--- src/hdl/sxcd_pkg.sv ---
// ----------------------------------------------------------------------------
// sxcd_pkg
// Shared types, register codes and arithmetic helpers for the stereo
// cross-feedback comb delay.
// ----------------------------------------------------------------------------
package sxcd_pkg;

   localparam int SAMPLE_W           = 24;
   localparam int COEF_W             = 16;
   localparam int FRAC_W             = 14;
   localparam int PROD_W             = SAMPLE_W + COEF_W;
   localparam int ACC_W              = PROD_W + 2;
   localparam int DELAY_W            = 12;
   localparam int CSR_INDEX_W        = 4;
   localparam int CSR_DATA_W         = 32;
   localparam int LINE_DEPTH_DEFAULT = 4096;

   localparam int HALF_LSB   = 8192;
   localparam int SAMPLE_MAX = 8388607;
   localparam int SAMPLE_MIN = -8388608;

   localparam logic [DELAY_W-1:0]    DELAY_RESET    = DELAY_W'(1);
   localparam logic [COEF_W-1:0]     BLEND_RESET    = '0;
   localparam logic [CSR_DATA_W-1:0] FB_RESET       = '0;
   localparam logic [CSR_DATA_W-1:0] FF_LEFT_RESET  = 32'h4000_0000;
   localparam logic [CSR_DATA_W-1:0] FF_RIGHT_RESET = 32'h0000_4000;

   typedef logic signed [SAMPLE_W-1:0] sample_type;
   typedef logic signed [COEF_W-1:0]   coef_type;
   typedef logic signed [PROD_W-1:0]   prod_type;
   typedef logic signed [ACC_W-1:0]    acc_type;

   typedef enum logic [CSR_INDEX_W-1:0] {
      CSR_DELAY_LEFT  = 4'd0,
      CSR_DELAY_RIGHT = 4'd1,
      CSR_BLEND_LEFT  = 4'd2,
      CSR_BLEND_RIGHT = 4'd3,
      CSR_FB_LEFT     = 4'd4,
      CSR_FB_RIGHT    = 4'd5,
      CSR_FF_LEFT     = 4'd6,
      CSR_FF_RIGHT    = 4'd7
   } csr_index_type;

   typedef struct packed {
      logic [DELAY_W-1:0]    delay_left;
      logic [DELAY_W-1:0]    delay_right;
      coef_type              blend_left;
      coef_type              blend_right;
      logic [CSR_DATA_W-1:0] fb_left;
      logic [CSR_DATA_W-1:0] fb_right;
      logic [CSR_DATA_W-1:0] ff_left;
      logic [CSR_DATA_W-1:0] ff_right;
   } cfg_type;

   typedef struct packed {
      sample_type in_left;
      sample_type in_right;
   } req_type;

   typedef struct packed {
      sample_type out_left;
      sample_type out_right;
   } rsp_type;

   // upper coefficient of a packed pair: weight of the delayed left value
   function automatic coef_type coef_hi(input logic [CSR_DATA_W-1:0] pair);
      return $signed(pair[2*COEF_W-1:COEF_W]);
   endfunction

   function automatic coef_type coef_lo(input logic [CSR_DATA_W-1:0] pair);
      return $signed(pair[COEF_W-1:0]);
   endfunction

   // round half up out of Q.14, then clamp to the sample range
   function automatic sample_type round_sat(input acc_type acc);
      acc_type                          biased;
      logic signed [ACC_W-FRAC_W-1:0] q;
      sample_type                       r;
      biased = acc + acc_type'(HALF_LSB);
      q      = biased[ACC_W-1:FRAC_W];
      if (q > SAMPLE_MAX) begin
         r = sample_type'(SAMPLE_MAX);
      end else if (q < SAMPLE_MIN) begin
         r = sample_type'(SAMPLE_MIN);
      end else begin
         r = q[SAMPLE_W-1:0];
      end
      return r;
   endfunction

endpackage

--- src/hdl/sxcd_csr.sv ---
// ----------------------------------------------------------------------------
// sxcd_csr
// Configuration register file: tap distances, blend gains and the packed
// feedback and feedforward coefficient pairs.
// ----------------------------------------------------------------------------
module sxcd_csr import sxcd_pkg::*; (
   input  logic                   clock,
   input  logic                   reset,
   input  logic                   csr_valid,
   output logic                   csr_ready,
   input  logic [CSR_INDEX_W-1:0] csr_index,
   input  logic [CSR_DATA_W-1:0]  csr_data,
   output cfg_type                cfg
);

   cfg_type cfg_ff;

   assign csr_ready = 1'b1;
   assign cfg       = cfg_ff;

   always_ff @(posedge clock) begin
      if (reset) begin
         cfg_ff.delay_left  <= DELAY_RESET;
         cfg_ff.delay_right <= DELAY_RESET;
         cfg_ff.blend_left  <= BLEND_RESET;
         cfg_ff.blend_right <= BLEND_RESET;
         cfg_ff.fb_left     <= FB_RESET;
         cfg_ff.fb_right    <= FB_RESET;
         cfg_ff.ff_left     <= FF_LEFT_RESET;
         cfg_ff.ff_right    <= FF_RIGHT_RESET;
      end else if (csr_valid) begin
         unique case (csr_index_type'(csr_index))
            CSR_DELAY_LEFT:  cfg_ff.delay_left  <= csr_data[DELAY_W-1:0];
            CSR_DELAY_RIGHT: cfg_ff.delay_right <= csr_data[DELAY_W-1:0];
            CSR_BLEND_LEFT:  cfg_ff.blend_left  <= csr_data[COEF_W-1:0];
            CSR_BLEND_RIGHT: cfg_ff.blend_right <= csr_data[COEF_W-1:0];
            CSR_FB_LEFT:     cfg_ff.fb_left     <= csr_data;
            CSR_FB_RIGHT:    cfg_ff.fb_right    <= csr_data;
            CSR_FF_LEFT:     cfg_ff.ff_left     <= csr_data;
            CSR_FF_RIGHT:    cfg_ff.ff_right    <= csr_data;
            default: begin
            end
         endcase
      end
   end

endmodule

--- config.mk ---
export PLATFORM = sky130hd
export DESIGN_NAME = sxcd_csr
export DESIGN_NICKNAME = d
export VERILOG_FILES = /design/src/hdl/sxcd_pkg.sv /design/src/hdl/sxcd_csr.sv
export SDC_FILE = /design/constraint.sdc
export NUM_CORES = 1
export LEC_CHECK = 0
export CORE_MARGIN = 1
export CORE_UTILIZATION = 60
export DETAILED_ROUTE_END_ITERATION = 10
export DONT_BUFFER_PORTS = 1
export PLACE_DENSITY = 0.74
export SLEW_MARGIN = 20
export SYNTH_ARGS = -nofsm -noshare
export SYNTH_HDL_FRONTEND = slang
export SYNTH_SLANG_ARGS = --single-unit
--- constraint.sdc ---
create_clock -name clock -period 1.7 [get_ports clock]
set_clock_uncertainty 0.05 [all_clocks]
set_input_delay 0.425 -clock clock [delete_from_list [all_inputs] [get_ports clock]]
set_output_delay 0.425 -clock clock [all_outputs]
set_load 0.01 [all_outputs]
Word level (Yosys, flattened, before mapping)
Index checks and enable logic that the tools add are counted.

word-level totals
  bits of input ports = 39
  bits in latches = 0
  output and inout port bits = 185
  bits in writable memories = 0
  ROM bits = 0
  flip-flop bits (word level) = 184
  memories kept = 0
  word-level logic and storage cells = 24

operators by class
  reductions and logical operators = 9
  $mul = 0
  shift-type cells = 0
  order comparisons = 0
  $add $sub $neg = 0
  mux-type cells = 0
  equality and inequality tests = 7
  div/mod/pow operators = 0
  bitwise logic cells = 0

operators with widths
  kind                number
  $eq 4x3->1 const B  4
  $reduce_and 2->1    8
  $eq 4x2->1 const B  2
  $eq 4x1->1 const B  1
  $logic_not 4->1     1

Longest topological paths before layout
  depth in word-level cells = 2
  mapped depth = 6
  depth with buffers taken out = 3

Worst setup path after synthesis
No wires, ideal clock.

  kind = in2reg
  start point = input reset
  end point = register cfg_ff (netlist bit cfg[144])
  data required time = 1.525 ns
  path buffers = 4
  slack = 0.265 ns
  arrival = 1.260 ns
  stages on the path = 6
  library setup time = 0.125 ns
  cell sequence = buf_2 > buf_2 > buf_6 > buf_2 > nand2b_1 > mux2i_1

RTL lines
  item             RTL line        RTL
  start, declared  sxcd_csr.sv:8   input logic reset,
  end, declared    sxcd_csr.sv:16  cfg_type cfg_ff;

Worst setup path in the final report
  start point = register cfg_ff (netlist bit cfg[39])
  end point = output cfg[39] (netlist name)

RTL lines
  item           RTL line        RTL
  end, declared  sxcd_csr.sv:13  output cfg_type cfg

No word-level cell between the ends.

==> impl_metrics.tcl <==
set metrics [dict create \
    dp_hpwl_mm 10.3 \
    grt_use_met3 0.114 \
    final_layout_size_suffix_gt1_frac 0.0608 \
    place_area_um2 7310 \
    yosysTopAreaCell "dfxtp_1" \
    arrival_ns 0.85 \
    drt_iter0_drc 319 \
    max-clock-path-buffers 2 \
    hold_buffers 0 \
    rsz0062_at_grt "no" \
    clk_pin_slew_worst_paths_ns 0.06 \
    finalWorstPathRequiredPeriod_ns 1.32 \
    final_common_cell "nand2b_1" \
    grt_max_degree 220 \
    comb_power_share 0.036 \
    netlist_area_um2 7290 \
    hp-class "input pin to flop" \
    multi_input_area_um2 3320 \
    cp.required_ns 1.22 \
    timing.fmax_mhz 755 \
    diodes 0 \
    drv_cap 0 \
    fill_cells 911 \
    coreArea_um2 11600 \
    finalMaxSlewViolations 0 \
    yosysSeqAreaShare 0.505 \
    tritoncts.num_buffers 17 \
    busiest_layer "met2" \
    met1_usage 0.296 \
    die_area_um2 12600 \
    cts_setup_buffers 0 \
    layout.area.seq_um2 3680 \
    ctsResizeCount 0 \
    post-route-period-util 0.779 \
    ant_nets 0 \
    num-nets-final 670 \
    grt_pass1_wl_mm 24.7 \
    critPathLaunchType "flop" \
    synth_warnings 0 \
    sw_frac_of_total 0.209 \
    setup_viol 0 \
    start_util 0.627 \
    first_pass_iters 7 \
    row_count 39 \
    synth_cell_type_count 20 \
    run_status "finished, violations left" \
    p_leak_uw 0.00370 \
    tns_ns 0 \
    overflow 0 \
    largest_reg_flops 184 \
    grtUsageTotal 0.255 \
    grt_antenna_before_repair 0 \
    cts.htree.levels 4 \
    final_cell_mix "212 x nand2b_1, 184 x mux2i_1, 184 x dfxtp_1, 17 x clkbuf_16, 8 x nor2_1" \
    final_core_util 0.674 \
    cp-end-kind "output port" \
    tightest_slew_ns 0.507 \
    synth_area_leaders "dfxtp_1 51%, mux2i_1 25%, nand2b_1 18%, buf_4 1.2%, clkbuf_1 0.93%" \
    cts_root_buf "clkbuf_16" \
    clockPowerShare 0.426 \
    synth_nets 696 \
    violations "DRC" \
    intPower_uw 6520 \
    die_x_um 112 \
    drc 15 \
    p_sw_uw 1720 \
    vias 4312 \
    vias_per_cell 5.50 \
    finalHoldViolCount 0 \
    pre_cts_ws_ns 0.111 \
    gp_congestion 0.769 \
    cts_tree "built" \
    drt_wl_total_mm 15.4 \
    total_power_uw 8240 \
    io_buffer_count 0 \
    grt_use_met2 0.414 \
    fin_ws_ns 0.376 \
    power_frac_seq 0.538 \
    powerDensity_nw_per_um2 1050 \
    synth_top_area_share 0.505 \
    wl_per_cell_um 19.6 \
    clk-insertion-delay-late_ns 0.42 \
    syn_inst 657 \
    first_global_vias 4470 \
    cts.sinks 184 \
    slew_headroom 0.660 \
    io_pins 224 \
    die_y_um 112 \
    ir_worst_vdd_mv 0.629 \
    fin_area_um2 7820 \
    area_growth_pct 7.35 \
    synth_seq_cells 184 \
    crit_type "flop to output port" \
    syn-mean-instance-area_um2 11.1 \
    path_max_fanout 2 \
]
-- through the flow --
step	hold WS (ns)	cells
after floorplan	0.442	657
after global placement	0.455	755
after detailed placement	0.460	755
after CTS	0.109	784
after global routing	0.133	784
final	0.118	784
-- final timing paths --
check               start       end  slack [ns]  cells after the start
min          csr_data[30]   cfg[62]        0.12                      2
max               cfg[39]   cfg[39]        0.38                      0
max reg2reg      cfg[159]  cfg[159]        0.94                      2
min reg2reg       cfg[89]   cfg[89]        0.47                      2
-- power by group through the flow --
| stage | logic (uW) | registers [uW] | clock network (uW) |
|---|---|---|---|
| after CTS | 302 | 4440 | 3570 |
| after floorplan | 301 | 4520 | 0 |
| after global routing | 321 | 4440 | 3760 |
| after global placement | 293 | 4530 | 0 |
| after detailed placement | 300 | 4530 | 0 |
| final | 297 | 4440 | 3510 |
-- final cells by class --
| class | instances | area share |
|---|---|---|
| Clock buffer | 26 | 0.0638 |
| Tap cell | 143 | 0.0229 |
| Timing Repair Buffer | 8 | 0.0157 |
| Multi-Input combinational cell | 420 | 0.425 |
| Clock inverter | 3 | 0.00224 |
| Sequential cell | 184 | 0.471 |
-- synth_stat cells --
cell        n
nand2b_1  212
dfxtp_1   184
mux2i_1   184
clkbuf_1   18
buf_4      12
buf_1      11
buf_2       8
nor2_1      8
nand2_1     5
buf_6       3
and2_1      2
nor2b_1     2
and2_4      1
and3b_1     1
buf_8       1
conb_1      1
nand2_2     1
nand3_2     1
nand3_4     1
nor3b_4     1
-- routing by layer --
layer | vias up | wire length, um
li1 | 2081 | -
met1 | 2064 | 6400
met2 | 147 | 7220
met3 | 20 | 1540
met4 | 0 | 245
met5 | - | 0
-- cell families after synthesis --
| kind of cell | synth area share |
|---|---|
| and+or+nand+nor | 0.202 |
| DFF | 0.505 |
| muxes | 0.253 |
| other | 0.000515 |
| buffers and inverters | 0.0395 |
Note: power is estimated with default switching activity, not from simulation.
