## config.mk

```make
export PLATFORM = sky130hd
export DESIGN_NAME = sxcd_tap_gen
export DESIGN_NICKNAME = d
export VERILOG_FILES = /design/src/hdl/sxcd_pkg.sv /design/src/hdl/sxcd_tap_gen.sv
export SDC_FILE = /design/constraint.sdc
export NUM_CORES = 1
export LEC_CHECK = 0
export BUFFER_PORTS_ARGS = -buffer_cell sky130_fd_sc_hd__buf_4
export CAP_MARGIN = 20
export CORE_MARGIN = 3
export CORE_UTILIZATION = 47
export DETAILED_ROUTE_END_ITERATION = 6
export GPL_TIMING_DRIVEN = 0
export HOLD_SLACK_MARGIN = 0.12
export PLACE_DENSITY_LB_ADDON = 0.08
export SLEW_MARGIN = 20
export SYNTH_ARGS = -nofsm -noshare
export SYNTH_HDL_FRONTEND = slang
export SYNTH_SLANG_ARGS = --single-unit
```

## constraint.sdc

```tcl
create_clock -name clock -period 2.25 [get_ports clock]
set_input_delay 0.3375 -clock clock [delete_from_list [all_inputs] [get_ports clock]]
set_output_delay 0.3375 -clock clock [all_outputs]
set_load 0.02 [all_outputs]
```

## src/hdl/sxcd_pkg.sv

```systemverilog
// ----------------------------------------------------------------------------
// sxcd_pkg
// Shared types, register codes and arithmetic helpers for the stereo
// cross-feedback comb delay.
// ----------------------------------------------------------------------------
package sxcd_pkg;

   localparam int SAMPLE_W           = 24;
   localparam int COEF_W             = 16;
   localparam int FRAC_W             = 14;
   localparam int PROD_W             = SAMPLE_W + COEF_W;
   localparam int ACC_W              = PROD_W + 2;
   localparam int DELAY_W            = 12;
   localparam int CSR_INDEX_W        = 4;
   localparam int CSR_DATA_W         = 32;
   localparam int LINE_DEPTH_DEFAULT = 4096;

   localparam int HALF_LSB   = 8192;
   localparam int SAMPLE_MAX = 8388607;
   localparam int SAMPLE_MIN = -8388608;

   localparam logic [DELAY_W-1:0]    DELAY_RESET    = DELAY_W'(1);
   localparam logic [COEF_W-1:0]     BLEND_RESET    = '0;
   localparam logic [CSR_DATA_W-1:0] FB_RESET       = '0;
   localparam logic [CSR_DATA_W-1:0] FF_LEFT_RESET  = 32'h4000_0000;
   localparam logic [CSR_DATA_W-1:0] FF_RIGHT_RESET = 32'h0000_4000;

   typedef logic signed [SAMPLE_W-1:0] sample_type;
   typedef logic signed [COEF_W-1:0]   coef_type;
   typedef logic signed [PROD_W-1:0]   prod_type;
   typedef logic signed [ACC_W-1:0]    acc_type;

   typedef enum logic [CSR_INDEX_W-1:0] {
      CSR_DELAY_LEFT  = 4'd0,
      CSR_DELAY_RIGHT = 4'd1,
      CSR_BLEND_LEFT  = 4'd2,
      CSR_BLEND_RIGHT = 4'd3,
      CSR_FB_LEFT     = 4'd4,
      CSR_FB_RIGHT    = 4'd5,
      CSR_FF_LEFT     = 4'd6,
      CSR_FF_RIGHT    = 4'd7
   } csr_index_type;

   typedef struct packed {
      logic [DELAY_W-1:0]    delay_left;
      logic [DELAY_W-1:0]    delay_right;
      coef_type              blend_left;
      coef_type              blend_right;
      logic [CSR_DATA_W-1:0] fb_left;
      logic [CSR_DATA_W-1:0] fb_right;
      logic [CSR_DATA_W-1:0] ff_left;
      logic [CSR_DATA_W-1:0] ff_right;
   } cfg_type;

   typedef struct packed {
      sample_type in_left;
      sample_type in_right;
   } req_type;

   typedef struct packed {
      sample_type out_left;
      sample_type out_right;
   } rsp_type;

   // upper coefficient of a packed pair: weight of the delayed left value
   function automatic coef_type coef_hi(input logic [CSR_DATA_W-1:0] pair);
      return $signed(pair[2*COEF_W-1:COEF_W]);
   endfunction

   function automatic coef_type coef_lo(input logic [CSR_DATA_W-1:0] pair);
      return $signed(pair[COEF_W-1:0]);
   endfunction

   // round half up out of Q.14, then clamp to the sample range
   function automatic sample_type round_sat(input acc_type acc);
      acc_type                          biased;
      logic signed [ACC_W-FRAC_W-1:0] q;
      sample_type                       r;
      biased = acc + acc_type'(HALF_LSB);
      q      = biased[ACC_W-1:FRAC_W];
      if (q > SAMPLE_MAX) begin
         r = sample_type'(SAMPLE_MAX);
      end else if (q < SAMPLE_MIN) begin
         r = sample_type'(SAMPLE_MIN);
      end else begin
         r = q[SAMPLE_W-1:0];
      end
      return r;
   endfunction

endpackage

```

## src/hdl/sxcd_tap_gen.sv

```systemverilog
// ----------------------------------------------------------------------------
// sxcd_tap_gen
// Tap address for one line: tap distance reduced modulo the line depth by
// reciprocal multiplication, then subtracted from the write position.
// ----------------------------------------------------------------------------
module sxcd_tap_gen import sxcd_pkg::*; #(
   parameter int DEPTH = LINE_DEPTH_DEFAULT
) (
   input  logic                     clock,
   input  logic                     load,
   input  logic [DELAY_W-1:0]       delay,
   input  logic [$clog2(DEPTH)-1:0] wp,
   output logic [$clog2(DEPTH)-1:0] tap
);

   localparam int     ADDR_W = $clog2(DEPTH);
   localparam int     SHIFT  = DELAY_W + ADDR_W;
   localparam longint RECIP  = ((longint'(1) << SHIFT) + DEPTH - 1) / DEPTH;
   localparam int     MUL_W  = DELAY_W + SHIFT;
   localparam int     REM_W  = DELAY_W + ADDR_W + 1;

   logic [MUL_W-1:0]   prod_ff;
   logic [DELAY_W-1:0] delay_ff;
   logic [DELAY_W-1:0] quot;
   logic [REM_W-1:0]   rem_full;
   logic [ADDR_W-1:0]  tap_dist;
   logic [ADDR_W:0]    diff;
   logic [ADDR_W:0]    wrapped;

   // quotient is exact for every 12-bit distance at this shift
   always_ff @(posedge clock) begin
      if (load) begin
         prod_ff  <= MUL_W'(delay) * MUL_W'(RECIP);
         delay_ff <= delay;
      end
   end

   always_comb begin
      quot     = prod_ff[MUL_W-1:SHIFT];
      rem_full = REM_W'(delay_ff) - REM_W'(quot) * REM_W'(DEPTH);
      tap_dist = rem_full[ADDR_W-1:0];
      diff     = {1'b0, wp} - {1'b0, tap_dist};
      wrapped  = diff + (ADDR_W+1)'(DEPTH);
      if (tap_dist > wp) begin
         tap = wrapped[ADDR_W-1:0];
      end else begin
         tap = diff[ADDR_W-1:0];
      end
   end

endmodule

```

* Word level (Yosys, flattened, before mapping)
Index checks and enable logic that the tools add are counted.
** Word-level totals
- Bits in registers :: 12
- Output and inout port bits :: 12
- Input bits :: 26
** Operators by class
- Add/subtract/negate cells :: 2
- Magnitude comparators :: 1
- Multiplexer cells :: 1
** Operators with widths (count)
- $add A12 B1 Y12 const B :: 1
- $gt A12 B12 Y1 :: 1
- $mux W12 :: 1
- $sub A12 B12 Y12 :: 1

* Longest topological paths before layout
- Word-level depth :: 3
- Gate-level depth with buffers :: 8
- Gate-level depth less buffers :: 8

* Least setup slack after synthesis
OpenSTA, ideal clock, no wires.
- Path type :: in2out
- From :: in wp[0]
- To :: out tap[8]
- Data arrival time :: 1939 ps
- Cell stages on the path :: 8
- Buffers on the path :: 0
- Path slack :: -27 ps
- Path through :: inv_1 > ha_1 > fa_1 > nand2b_2 > a21oi_1 > o21a_1 > o41a_1 > xor2_1
** On the way
- Longest elaborated chain between the ends :: 3
- Elaborated cells between the ends (all ways) :: 4
- Classes of those cells :: add/sub: 2; order compare: 1; mux: 1
** Ends and longest elaborated chain
- from (decl) :: RTL line sxcd_tap_gen.sv:12 : input logic [$clog2(DEPTH)-1:0] wp,
- $sub A12 B12 Y12 :: RTL line sxcd_tap_gen.sv:42 : diff = {1'b0, wp} - {1'b0, tap_dist};
- $add A12 B1 Y12 :: RTL line sxcd_tap_gen.sv:43 : wrapped = diff + (ADDR_W+1)'(DEPTH);
- $mux W12 (*) :: RTL line sxcd_tap_gen.sv:44 : if (tap_dist > wp) begin
- to (decl) :: RTL line sxcd_tap_gen.sv:13 : output logic [$clog2(DEPTH)-1:0] tap
Mark *: on every way between the ends. The rest lies on a longest branch, timed or not.

* Final worst setup path
- From :: reg delay_ff[0]
- To :: out tap[10]
** On the way
- Longest elaborated chain between the ends :: 3
- Elaborated cells between the ends (all ways) :: 4
- Classes of those cells :: add/sub: 2; order compare: 1; mux: 1
** Ends and longest elaborated chain
- from (decl) :: RTL line sxcd_tap_gen.sv:23 : logic [DELAY_W-1:0] delay_ff;
- from (signal assigned) :: RTL line sxcd_tap_gen.sv:34 : delay_ff <= delay;
- $sub A12 B12 Y12 :: RTL line sxcd_tap_gen.sv:42
- $add A12 B1 Y12 :: RTL line sxcd_tap_gen.sv:43
- $mux W12 (*) :: RTL line sxcd_tap_gen.sv:44
Marked as above.

==> run_results.csv <==
group,metric,value,unit
floorplanning,io_pins,38,
power_and_ir_drop,p_per_area,606.7,mW/mm^2
cells_and_area,multi_input_area,598.1,um^2
setup_path,crit_required,1.91,ns
run_status,status,"finished, violations left",
floorplanning,dieArea,0.002490,mm^2
hold_path,hold_path_class,"in2reg",
cells_and_area,nFillCells,126,
floorplanning,core.rowCount,15,
power_and_ir_drop,sequentialPowerShare,32.1,%
cells_and_area,largest_register_ff_count,12,
sta,maxSlewViolCount,0,
routing,drt-initial-drc-count,21,
cells_and_area,register_area,360.3,um^2
global_routing,grt_max_degree,13,
setup_path,worst_setup_path_start_kind,"flop",
synth,synth_top_area_cell,"edfxtp_1",
sta,min_period,2.487,ns
routing,via_per_inst,5.130,
routing,routedWlPerCell,13.01,um
cts,clockBufferDepth,2,
power_and_ir_drop,p_int,0.5538,mW
sta,period_share,110.6,%
synth,synth-xor-area-share,8.702,%
cells_and_area,area.growth.synth_to_final,54.01,%
sta,worst_slack,-0.2374,ns
floorplanning,start_util,51.35,%
hold_path,hold_depth,1,
synth,ys_warn_count,0,
synth,ys_dominant_reg_cell,"edfxtp_1",
sta,setup_viol,7,
cts,ctsHtreeMaxLevel,1,
power_and_ir_drop,pwr-share-clk,14.1,%
synth,synth_common_cells,"15 x inv_1, 12 x edfxtp_1, 11 x ha_1, 7 x nor2_1",
power_and_ir_drop,finalPower,0.8464,mW
synth,yosysMostFrequentCell,"inv_1",
run_status,violations,"setup timing",
cts,clkSlewWorstSetupHoldPaths,0.07,ns
synth,yosysUniqueCellTypes,28,
place,portBuffers,37,
cts,root_buffer,"clkbuf_4",
global_routing,gr-usage-all-layers,16.49,%
global_routing,overflow,0,
sta,relSlewSlack,82.22,%
synth,synthTopCellsByArea,"edfxtp_1 40%, ha_1 15%, inv_1 6.2%, xnor2_1 4.8%, xor2_1 3.9%",
sta,tightestPinTransition,0.2651,ns
setup_path,crit_type,"reg2out",
synth,netlist_instances,90,
synth,synth_compound_area_share,17.13,%
setup_path,crit_start,"delay_ff[0]$_DFFE_PP_",
setup_path,critPathMaxFanout,3,
power_and_ir_drop,comb_power_share,53.8,%
cts,cts_tree,"built",
routing,drc,0,
synth,syn-num-nets,128,
synth,synth-simple-area-share,10.77,%
cells_and_area,reg_top3,"delay_ff (12)",
routing,vias,826,
floorplanning,die_h,49.90,um
routing,routed_wl,2095,um
place,globalplace.congestion,0.7993,
sta,rsz0062_at_grt,"true",
synth,synthAdderAreaFrac,17.40,%
cells_and_area,nets,176,
sta,max_freq,402.0,MHz
power_and_ir_drop,vdd_drop_max,0.0006666,V
floorplanning,die_x,49.90,um
synth,synth_top_cell_area_share,39.78,%
cts,clock-sinks,12,
cells_and_area,postLayoutCoreUtil,79.08,%
routing,dr.pass1.iters,4,
synth,synthesis.area,905.9,um^2
sta,tns,-1.146,ns
hold_path,holdPathEnd,"delay_ff[4]$_DFFE_PP_",
setup_path,cp-end-kind,"primary output",
power_and_ir_drop,switching_power,0.2927,mW
synth,ys_ff_latch,12,
hold_path,hp-start,"delay[4]",
synth,synth.avg_cell_area,10.07,um^2
synth,synth_edf_count,12,
synth,async_reset_ff_share,0,%
sta,hold_violations,0,
synth,synthMuxAreaShare,0,%
cells_and_area,drive_gt1_share,47.79,%
cts,cts_made_buffers,3,
global_routing,antenna_found_initial,0,
cells_and_area,diodes,0,
run,max-cap-violations,0,
setup_path,crit_arrival,2.15,ns
cells_and_area,regMostFlops,"delay_ff",
global_routing,grt_pass1_vias,807,
power_and_ir_drop,p_sw_share,34.58,%
place,hpwl,1472,um
synth,synth_top_family_by_area,"adder cells",
power_and_ir_drop,p_leak,0.6379,nW
routing,drtAntennaViolNets,0,
synth,ys_seq_area_share,39.78,%
floorplanning,fp.coreArea,0.001764,mm^2
global_routing,grt_pass1_wl,3201,um
## worst max path at each step
stage,slack (ns),cells after the start,endpoint
floorplan,0.006,8,tap[10]
global placement,-0.18,10,tap[10]
detailed placement,-0.19,10,tap[10]
CTS,-0.23,8,tap[10]
global route,-0.32,8,tap[10]
finish,-0.24,8,tap[10]
## power by group through the flow
stage / clock network (mW) / registers [mW] / logic (mW)
floorplan: 0 / 0.275 / 0.238
global placement: 0 / 0.275 / 0.375
detailed placement: 0 / 0.277 / 0.381
CTS: 0.123 / 0.272 / 0.436
global route: 0.136 / 0.273 / 0.488
finish: 0.119 / 0.271 / 0.456
## layer usage
layer	vias to the layer above	GRT usage (%)	share of wire [%]
li1	410	-	-
met1	386	16.31	38
met2	28	32.60	56
met3	2	2.719	4.3
met4	0	7.373	0.91
met5	-	0	0
## cell type report
class                      count  share of cell area (%)
multi-input combinational     63                   42.87
sequential                    12                   25.83
timing repair buffer          43                   23.41
inverter                      15                   4.036
tap                           25                   2.242
clock buffer                   3                   1.614
## cell families after synthesis
group / Yosys count
flops: 12
compound gates: 22
fa+ha+maj: 12
simple gates: 20
xor+xnor: 9
buf+inv: 15
## repair_timing
action / CTS / global route
hold buffers: 0 / 0
resized for setup: 16 / 3
endpoints found under the setup margin: 6 / 7
setup buffers: 5 / 1
pin swaps: 8 / 4
## worst max-delay path: stages, from the launching register on
cell and delay [ns]:
edfxtp_1 0.33, ha_2 0.19, fa_2 0.21, nand2b_4 0.14, a211oi_2 0.08, or4_4 0.52, a21oi_2 0.14, xnor2_1 0.13
buf_4 0.16
## cells in the final DEF, fill, tap and decap left out, types with 4 or more instances in the layout
master     n
a21oi_1    4
buf_4     42
edfxtp_1  12
ha_1       6
ha_4       4
inv_1     14
nand2_1    5
nor2_1     7
xnor2_1    4
## per-stage QoR
step | hold slack [ns] | setup WS (ns) | area [um^2] | cells
3_5_place_dp | 0.5169 | -0.1869 | 1222 | 152
5_1_grt | 0.2337 | -0.3243 | 1395 | 161
4_1_cts | 0.2505 | -0.2318 | 1371 | 160
6_report | 0.2547 | -0.2374 | 1395 | 161
3_3_place_gp | 0.5156 | -0.1752 | 1222 | 152
2_1_floorplan | 0.4364 | 0.005856 | 913.4 | 90
Power figures use the tool's default switching activity.
